[src/rtl/core/sh256_pkg.sv]
// Shared types, constants and helper functions of the SHA-256 stream hasher.
package sh256_pkg;

	typedef enum logic [2:0] {
		S_IDLE,
		S_PAD,
		S_LOAD,
		S_ROUND,
		S_FOLD,
		S_OUT
	} state_t;

	typedef enum logic [1:0] {
		PH_NONE,
		PH_MARK,
		PH_BODY,
		PH_DONE
	} phase_t;

	// Working variables a..h, index 0 is a.
	typedef logic [7:0][31:0] vars_t;

	localparam logic [7:0] PAD_MARK  = 8'h80;
	localparam logic [5:0] LEN_START = 6'd56;
	localparam logic [5:0] LAST_BYTE = 6'd63;
	localparam logic [5:0] LAST_ROUND = 6'd63;
	localparam logic [1:0] LAST_WORD_IDX = 2'd3;

	localparam logic [31:0] INIT_H [8] = '{
		32'h6a09e667, 32'hbb67ae85, 32'h3c6ef372, 32'ha54ff53a,
		32'h510e527f, 32'h9b05688c, 32'h1f83d9ab, 32'h5be0cd19
	};

	localparam logic [31:0] ROUND_K [64] = '{
		32'h428a2f98, 32'h71374491, 32'hb5c0fbcf, 32'he9b5dba5,
		32'h3956c25b, 32'h59f111f1, 32'h923f82a4, 32'hab1c5ed5,
		32'hd807aa98, 32'h12835b01, 32'h243185be, 32'h550c7dc3,
		32'h72be5d74, 32'h80deb1fe, 32'h9bdc06a7, 32'hc19bf174,
		32'he49b69c1, 32'hefbe4786, 32'h0fc19dc6, 32'h240ca1cc,
		32'h2de92c6f, 32'h4a7484aa, 32'h5cb0a9dc, 32'h76f988da,
		32'h983e5152, 32'ha831c66d, 32'hb00327c8, 32'hbf597fc7,
		32'hc6e00bf3, 32'hd5a79147, 32'h06ca6351, 32'h14292967,
		32'h27b70a85, 32'h2e1b2138, 32'h4d2c6dfc, 32'h53380d13,
		32'h650a7354, 32'h766a0abb, 32'h81c2c92e, 32'h92722c85,
		32'ha2bfe8a1, 32'ha81a664b, 32'hc24b8b70, 32'hc76c51a3,
		32'hd192e819, 32'hd6990624, 32'hf40e3585, 32'h106aa070,
		32'h19a4c116, 32'h1e376c08, 32'h2748774c, 32'h34b0bcb5,
		32'h391c0cb3, 32'h4ed8aa4a, 32'h5b9cca4f, 32'h682e6ff3,
		32'h748f82ee, 32'h78a5636f, 32'h84c87814, 32'h8cc70208,
		32'h90befffa, 32'ha4506ceb, 32'hbef9a3f7, 32'hc67178f2
	};

	function automatic logic [31:0] rotr(input logic [31:0] x, input int unsigned n);
		return (x >> n) | (x << (32 - n));
	endfunction

	function automatic logic [31:0] big_sigma0(input logic [31:0] x);
		return rotr(x, 2) ^ rotr(x, 13) ^ rotr(x, 22);
	endfunction

	function automatic logic [31:0] big_sigma1(input logic [31:0] x);
		return rotr(x, 6) ^ rotr(x, 11) ^ rotr(x, 25);
	endfunction

	function automatic logic [31:0] small_sigma0(input logic [31:0] x);
		return rotr(x, 7) ^ rotr(x, 18) ^ (x >> 3);
	endfunction

	function automatic logic [31:0] small_sigma1(input logic [31:0] x);
		return rotr(x, 17) ^ rotr(x, 19) ^ (x >> 10);
	endfunction

endpackage

[src/rtl/core/sh256_ram.sv]
// Generic single-write, single-read RAM with registered read data.
module sh256_ram #(
	parameter int unsigned WIDTH = 32,
	parameter int unsigned DEPTH = 16
) (
	input  logic                       clk,
	input  logic                       wr_en,
	input  logic [$clog2(DEPTH)-1:0]   wr_addr,
	input  logic [WIDTH-1:0]           wr_data,
	input  logic                       rd_en,
	input  logic [$clog2(DEPTH)-1:0]   rd_addr,
	output logic [WIDTH-1:0]           rd_data
);

	logic [WIDTH-1:0] mem_q [DEPTH];

	always_ff @(posedge clk) begin
		if (wr_en) begin
			mem_q[wr_addr] <= wr_data;
		end
		if (rd_en) begin
			rd_data <= mem_q[rd_addr];
		end
	end

endmodule

[src/rtl/core/sh256_round.sv]
// One SHA-256 compression round: next working variables from the current ones.
module sh256_round import sh256_pkg::*; (
	input  vars_t       vars,
	input  logic [31:0] w,
	input  logic [31:0] k,
	output vars_t       vars_next
);

	logic [31:0] ch;
	logic [31:0] mj;
	logic [31:0] t1;
	logic [31:0] t2;

	always_comb begin
		ch = (vars[4] & vars[5]) ^ (~vars[4] & vars[6]);
		mj = (vars[0] & vars[1]) ^ (vars[0] & vars[2]) ^ (vars[1] & vars[2]);
		t1 = vars[7] + big_sigma1(vars[4]) + ch + k + w;
		t2 = big_sigma0(vars[0]) + mj;
		vars_next[7] = vars[6];
		vars_next[6] = vars[5];
		vars_next[5] = vars[4];
		vars_next[4] = vars[3] + t1;
		vars_next[3] = vars[2];
		vars_next[2] = vars[1];
		vars_next[1] = vars[0];
		vars_next[0] = t1 + t2;
	end

endmodule

[src/rtl/core/sha256_stream_hasher.sv]
// SHA-256 stream hasher: byte absorb, padding sequencer, round unit and digest output.
//
// Input channel (in_valid/in_stall, mode, data_byte): mode 0 absorbs one message
// byte, mode 1 finishes the message. Output channel (out_valid/out_stall) carries
// the digest as four 64-bit words, word_index 0 first, last_word set on index 3.
// A transfer happens on a rising edge with valid high and stall low.
// Bytes are absorbed at one per cycle while in_stall is low; the byte that
// completes a 64-byte block starts a compression (a load, 64 rounds through
// the single shared round unit, a chaining fold), during which in_stall is high.
// A finish pushes the padding one byte per cycle through the same byte path:
// 9 to 72 pad bytes with one or two block compressions, then hands out the four digest
// words; the block then restarts with the initial hash values and an empty message.
// Block bytes are packed into a 16 x 32 RAM; the message schedule is a 16-word
// shift line fed by the RAM for the first 16 rounds.
// Reset returns the initial hash values, an empty buffer and no pending output.
// A stalled receiver holds the current digest word; each word is loaded only once the
// word before it is taken, and input stays stalled until the last word is loaded.
module sha256_stream_hasher import sh256_pkg::*; (
	input  logic        clk,
	input  logic        arst_n,
	input  logic        in_valid,
	output logic        in_stall,
	input  logic        mode,
	input  logic [7:0]  data_byte,
	output logic        out_valid,
	input  logic        out_stall,
	output logic [63:0] digest_word,
	output logic [1:0]  word_index,
	output logic        last_word
);

	state_t      state_q;
	state_t      state_next;
	phase_t      phase_q;
	logic        pad_wrap_q;
	logic [31:0] chain_q [8];
	vars_t       vars_q;
	vars_t       vars_next;
	logic [31:0] sched_q [16];
	logic [5:0]  count_q;
	logic [63:0] bits_q;
	logic [63:0] len_sh_q;
	logic [23:0] acc_q;
	logic [5:0]  round_q;
	logic [1:0]  out_idx_q;
	logic        out_valid_q;
	logic [63:0] digest_q;
	logic [1:0]  word_idx_q;
	logic        last_q;

	logic        accept;
	logic        push_en;
	logic [7:0]  push_data;
	logic        block_full;
	logic        load_out;
	logic        rd_en;
	logic [3:0]  rd_addr;
	logic [31:0] rd_data;
	logic [31:0] w_new;
	logic [31:0] w_cur;

	assign accept     = in_valid && !in_stall;
	assign block_full = push_en && (count_q == LAST_BYTE);
	assign w_new      = sched_q[0] + small_sigma0(sched_q[1]) + sched_q[9]
		+ small_sigma1(sched_q[14]);
	assign w_cur      = (round_q[5:4] == 2'b00) ? rd_data : w_new;

	sh256_ram #(
		.WIDTH(32),
		.DEPTH(16)
	) u_block_ram (
		.clk     (clk),
		.wr_en   (push_en && (count_q[1:0] == 2'b11)),
		.wr_addr (count_q[5:2]),
		.wr_data ({acc_q, push_data}),
		.rd_en   (rd_en),
		.rd_addr (rd_addr),
		.rd_data (rd_data)
	);

	sh256_round u_round (
		.vars      (vars_q),
		.w         (w_cur),
		.k         (ROUND_K[round_q]),
		.vars_next (vars_next)
	);

	// Next state
	always_comb begin
		state_next = state_q;
		unique case (state_q)
			S_IDLE: begin
				if (in_valid) begin
					if (mode) begin
						state_next = S_PAD;
					end else if (block_full) begin
						state_next = S_LOAD;
					end
				end
			end
			S_PAD: begin
				if (block_full) begin
					state_next = S_LOAD;
				end
			end
			S_LOAD: begin
				state_next = S_ROUND;
			end
			S_ROUND: begin
				if (round_q == LAST_ROUND) begin
					state_next = S_FOLD;
				end
			end
			S_FOLD: begin
				unique case (phase_q)
					PH_NONE:          state_next = S_IDLE;
					PH_MARK, PH_BODY: state_next = S_PAD;
					PH_DONE:          state_next = S_OUT;
				endcase
			end
			S_OUT: begin
				if (load_out && (out_idx_q == LAST_WORD_IDX)) begin
					state_next = S_IDLE;
				end
			end
			default: state_next = S_IDLE;
		endcase
	end

	// Sequencer outputs
	always_comb begin
		in_stall  = 1'b1;
		push_en   = 1'b0;
		push_data = data_byte;
		load_out  = 1'b0;
		rd_en     = 1'b0;
		rd_addr   = 4'd0;
		unique case (state_q)
			S_IDLE: begin
				in_stall = 1'b0;
				push_en  = in_valid && !mode;
			end
			S_PAD: begin
				push_en = 1'b1;
				if (phase_q == PH_MARK) begin
					push_data = PAD_MARK;
				end else if (count_q >= LEN_START && !pad_wrap_q) begin
					push_data = len_sh_q[63:56];
				end else begin
					push_data = 8'd0;
				end
			end
			S_LOAD: begin
				rd_en = 1'b1;
			end
			S_ROUND: begin
				rd_en   = 1'b1;
				rd_addr = round_q[3:0] + 4'd1;
			end
			S_FOLD: begin
			end
			S_OUT: begin
				load_out = !out_valid_q || !out_stall;
			end
			default: begin
			end
		endcase
	end

	always_ff @(posedge clk or negedge arst_n) begin
		if (!arst_n) begin
			state_q     <= S_IDLE;
			phase_q     <= PH_NONE;
			pad_wrap_q  <= 1'b0;
			count_q     <= '0;
			bits_q      <= '0;
			round_q     <= '0;
			out_idx_q   <= '0;
			out_valid_q <= 1'b0;
			for (int i = 0; i < 8; i++) begin
				chain_q[i] <= INIT_H[i];
			end
		end else begin
			state_q <= state_next;

			if (push_en) begin
				count_q <= count_q + 6'd1;
			end

			if (accept) begin
				if (mode) begin
					phase_q <= PH_MARK;
				end else begin
					bits_q <= bits_q + 64'd8;
				end
			end

			// Advance the padding phase as pad bytes go in
			if (state_q == S_PAD) begin
				if (phase_q == PH_MARK) begin
					phase_q <= PH_BODY;
				end else if (count_q == LAST_BYTE && phase_q == PH_BODY && !pad_wrap_q) begin
					phase_q <= PH_DONE;
				end
			end

			// Zero-fill to the end of the block when the marker lands in the length field
			if (state_q == S_PAD) begin
				if (block_full) begin
					pad_wrap_q <= 1'b0;
				end else if (phase_q == PH_MARK && count_q >= LEN_START) begin
					pad_wrap_q <= 1'b1;
				end
			end

			if (state_q == S_ROUND) begin
				round_q <= round_q + 6'd1;
			end

			if (state_q == S_FOLD) begin
				for (int i = 0; i < 8; i++) begin
					chain_q[i] <= chain_q[i] + vars_q[i];
				end
			end

			if (load_out) begin
				out_valid_q <= 1'b1;
				out_idx_q   <= out_idx_q + 2'd1;
				if (out_idx_q == LAST_WORD_IDX) begin
					// Restart for the next message
					phase_q <= PH_NONE;
					bits_q  <= '0;
					for (int i = 0; i < 8; i++) begin
						chain_q[i] <= INIT_H[i];
					end
				end
			end else if (!out_stall) begin
				out_valid_q <= 1'b0;
			end
		end
	end

	// Datapath registers, no reset
	always_ff @(posedge clk) begin
		if (push_en) begin
			acc_q <= {acc_q[15:0], push_data};
		end
		if (accept && mode) begin
			len_sh_q <= bits_q;
		end else if (state_q == S_PAD && phase_q == PH_BODY && count_q >= LEN_START
				&& !pad_wrap_q) begin
			len_sh_q <= {len_sh_q[55:0], 8'd0};
		end
		if (state_q == S_LOAD) begin
			for (int i = 0; i < 8; i++) begin
				vars_q[i] <= chain_q[i];
			end
		end else if (state_q == S_ROUND) begin
			vars_q <= vars_next;
			for (int i = 0; i < 15; i++) begin
				sched_q[i] <= sched_q[i + 1];
			end
			sched_q[15] <= w_cur;
		end
		if (load_out) begin
			digest_q   <= {chain_q[{out_idx_q, 1'b0}], chain_q[{out_idx_q, 1'b1}]};
			word_idx_q <= out_idx_q;
			last_q     <= (out_idx_q == LAST_WORD_IDX);
		end
	end

	assign out_valid   = out_valid_q;
	assign digest_word = digest_q;
	assign word_index  = word_idx_q;
	assign last_word   = last_q;

`ifndef SYNTHESIS
	a_round_idle: assert property (@(posedge clk) disable iff (!arst_n)
		(state_q != S_ROUND) |-> (round_q == 6'd0))
		else $error("round counter not at zero outside the rounds");

	a_round_end: assert property (@(posedge clk) disable iff (!arst_n)
		(state_q == S_ROUND && round_q == LAST_ROUND) |=> (state_q == S_FOLD))
		else $error("compression did not fold after the final round");

	a_out_empty_buf: assert property (@(posedge clk) disable iff (!arst_n)
		(state_q == S_OUT) |-> (count_q == 6'd0 && phase_q == PH_DONE))
		else $error("digest output with a partly filled block");

	a_last_index: assert property (@(posedge clk) disable iff (!arst_n)
		(out_valid && last_word) |-> (word_index == LAST_WORD_IDX))
		else $error("last word flag on a word other than the final one");
`endif

endmodule
[config.mk]
export PLATFORM = sky130hd
export DESIGN_NAME = sha256_stream_hasher
export DESIGN_NICKNAME = d
export VERILOG_FILES = /design/src/rtl/core/sh256_pkg.sv /design/src/rtl/core/sh256_ram.sv /design/src/rtl/core/sh256_round.sv /design/src/rtl/core/sha256_stream_hasher.sv
export SDC_FILE = /design/constraint.sdc
export NUM_CORES = 2
export LEC_CHECK = 0
export ABC_AREA = 0
export BUFFER_PORTS_ARGS = -buffer_cell sky130_fd_sc_hd__buf_4
export CORE_AREA = 2 2 424 426
export CTS_BUF_LIST = sky130_fd_sc_hd__clkbuf_4 sky130_fd_sc_hd__clkbuf_8
export DETAILED_ROUTE_END_ITERATION = 8
export DIE_AREA = 0 0 426 428
export PLACE_DENSITY_LB_ADDON = 0.3
export SYNTH_ARGS = -nofsm -noshare
export SYNTH_HDL_FRONTEND = slang
export SYNTH_HIERARCHICAL = 1
export SYNTH_SLANG_ARGS = --single-unit
[constraint.sdc]
create_clock -name clk -period 35 [get_ports clk]
set_input_delay 3.5 -clock clk [delete_from_list [all_inputs] [get_ports clk]]
set_output_delay 3.5 -clock clk [all_outputs]
set_load 0.05 [all_outputs]
==> metrics.cfg <==
[sta]
setup_violations = 0
fin_crit_ps = 11930
tightest_slew_ps = 1398
hold_viol = 0
slew_headroom_pct = 6.805
rsz0062_at_grt = no
fin_crit_sh_pct = 34.08
skew_ps = 98.74
fmax_mhz = 83.85
finalSetupTns_ps = 0
finalMaxSlewViolations = 0

[final_layout]
syn2layout_area_growth_pct = 8.606
stdcell_count = 10370
drive_gt1_share_pct = 17.53
final_nets = 8367

[placed_design]
dp_cells = 9799
routabilityCongestion = 1.013
hpwl_mm = 189.0
numPortBuffers = 81

[setup_path]
cp.arrival_ps = 12700
worstSetupStartpointType = flip-flop
critical_path.slowest_cell = a2111oi_1
worst_setup_path_end_kind = flip-flop
path_class = flip-flop to flip-flop
cpMostUsedCell = fa_1
cp_slowest_stage_delay_ps = 650
required_ps = 35770
path_max_fanout = 6

[global_routing]
grt_pass1_vias = 61640
track_usage_pct = 29.80
grt_pass1_wl_mm = 403.8
grt_start_max_net_pins = 183
gr-total-overflow = 0
antenna_found_initial = 12

[clock_tree]
hold_buffers = 0
clkLatencyLatePin_ps = 1110
cts_tree = built
clkTransAtPathRegs_ps = 60
h-tree-depth = 5
cts_setup_buffers = 0
cts_resized = 0
cts_buffer_depth = 4
cts_root_buf = clkbuf_8
cts.sinks = 1802
cts_buffers = 320

[power_and_ir_drop]
power.share.sequential_pct = 53.4
p_switching_w = 0.0008881
vdd_drop_max_mv = 0.04935
p_int_w = 0.003407
switching_share_pct = 20.68
power.leakage_nw = 40.89
clockPowerShare_pct = 46.3
p_per_area_nw_per_um2 = 40.62
comb_power_share_pct = 0.3

[synthesis]
synth_common_cells = 1,464 x edfxtp_1, 735 x nand2_1, 492 x a21oi_1
synth_flop_cell = edfxtp_1
synth_enable_flop_cells = 1464
async_reset_ff_share_pct = 18.76
syn_area_sq_um = 97350
ys.warnings.count = 6
netlist.area_leader.share_pct = 45.16
avgSynthCellArea_sq_um = 12.56
syn_inst = 7749
ys_types = 118
yosysSeqAreaShare_pct = 54.02
synth_area_leaders = edfxtp_1 45%, dfrtp_1 5.2%, ha_1 5.1%, mux4_2 4.6%, fa_1 4.0%
syn_nets = 8350
ys_ff_latch = 1802
yosysTopAreaCell = edfxtp_1
synth_most_common_cell = edfxtp_1

[floorplanning]
die_h_um = 428
rows = 155
fp.dieW_um = 426
start_util_pct = 54.80
placeableCoreArea_sq_um = 177600
io_pins = 82
fp.dieArea_sq_um = 182300

[drt]
drc = 0
wl_per_cell_um = 26.39
drtIter0Drc = 7262
ant_nets = 0
vias = 63920
viasPerCell = 6.164
totalWireLength_mm = 273.6
first_pass_iters = 6

[job]
max-cap-violations = 0

[status]
status = finished clean

[min_path]
hp-class = flip-flop to flip-flop

-- worst paths after layout --
kind	slack [ps]	start	cells after the start	to
setup / recovery	23070	sched_q[0][38]	38	vars_q[31]
hold / removal	350	sched_q[1][155]	0	sched_q[1][123]
setup reg to reg	23070	sched_q[0][38]	38	vars_q[31]
hold reg to reg	350	sched_q[1][155]	0	sched_q[1][123]
max in group asynchronous	30300	arst_n	3	round_q[2]
min in group asynchronous	2480	arst_n	1	bits_q[9]
-- kinds of logic after synthesis --
logic type / Yosys count / share of synthesized area, %
adders and majority gates: 609 / 9.277
and+or+nand+nor: 1629 / 7.760
xor gates and xnor gates: 618 / 5.574
muxes: 503 / 8.091
AOI/OAI and AO/OA: 1645 / 10.85
DFF: 1802 / 54.02
buffers and inverters: 943 / 4.430
-- power groups by stage --
stage                     clock (W)  sequential [W]  combinational (W)
after floorplan                   0         0.00234         0.00000165
after global placement            0         0.00234          0.0000135
after detailed placement          0         0.00234          0.0000138
after CTS                   0.00203         0.00229          0.0000138
after global routing        0.00212         0.00229          0.0000150
final                       0.00199         0.00229          0.0000131
-- layer usage --
| layer | share of wire (%) | global-route usage, % |
|---|---|---|
| met5 | 0.0048 | 0 |
| met4 | 3.7 | 10.90 |
| met3 | 8.7 | 6.269 |
| met2 | 45 | 43.89 |
| met1 | 43 | 43.69 |
-- state kept, by name (all words and copies together) (netlist names), 3 cells and up --
signal / count
acc_q: 24
bits_q: 61
chain_q: 256
count_q: 6
digest_word: 64
len_sh_q: 61
round_q: 6
sched_q: 512
state_q: 3
u_block_ram/mem_q: 512
u_block_ram/rd_data: 32
vars_q: 256
-- per-stage QoR --
step	worst slack, ps	total power (W)	hold slack (ps)	cell area, sq um	utilization (%)
final	23070	0.004295	351.7	105700	59.52
after global routing	22510	0.004427	372.3	105700	59.51
after CTS	23200	0.004334	358.3	105700	59.51
after detailed placement	23360	0.002350	404.5	99340	55.92
after global placement	23510	0.002350	400.2	99340	55.92
after floorplan	6655	0.002338	400.3	97350	-
-- critical path: cells and delay by family (launching register included) --
family,cells,cell delay [ps]
AO/OA/AOI/OAI,16,4810
XOR/XNOR,5,1400
adder cells (fa/ha/maj),9,4040
buffers and inverters,5,340
flip-flops,1,480
multiplexers,1,270
AND/OR/NAND/NOR,2,190
-- area by class of cell --
type,count,area [sq um]
antenna,7,17.52
clock buffer,439,5373
clock inverter,124,994.7
fill,14090,71920
inverter,467,1760
multi-input combinational,5004,40670
sequential,1802,52600
tap,2355,2947
timing repair buffer,171,1366
-- layout by cell type (no fill, tap or decap), drive strengths merged, types with 14 or more instances in the layout --
cell,netlist,layout
ha,393,393
o21bai,48,48
clkbuf,226,439
xor2,267,267
dfstp,136,136
mux4,198,198
o31ai,27,27
nor3,82,82
a21oi,494,494
nand3,129,129
nand2b,54,54
a21o,204,204
bufinv,0,16
fa,195,195
o211ai,114,114
a22o,14,14
mux2i,14,14
o21ai,350,350
edfxtp,1464,1464
a22oi,68,68
xnor2,350,350
a31oi,50,50
clkinv,4,97
a221oi,15,15
dfrtp,202,202
nand3b,23,23
buf,250,171
a211oi,68,68
o21a,50,50
and3,47,47
maj3,21,21
inv,463,468
nand2,737,737
nor2,327,327
nand4,46,46
or3,30,30
nor2b,49,49
mux2,291,291
nor3b,15,15
and2,31,31
Note: power is estimated with default switching activity, not from simulation.
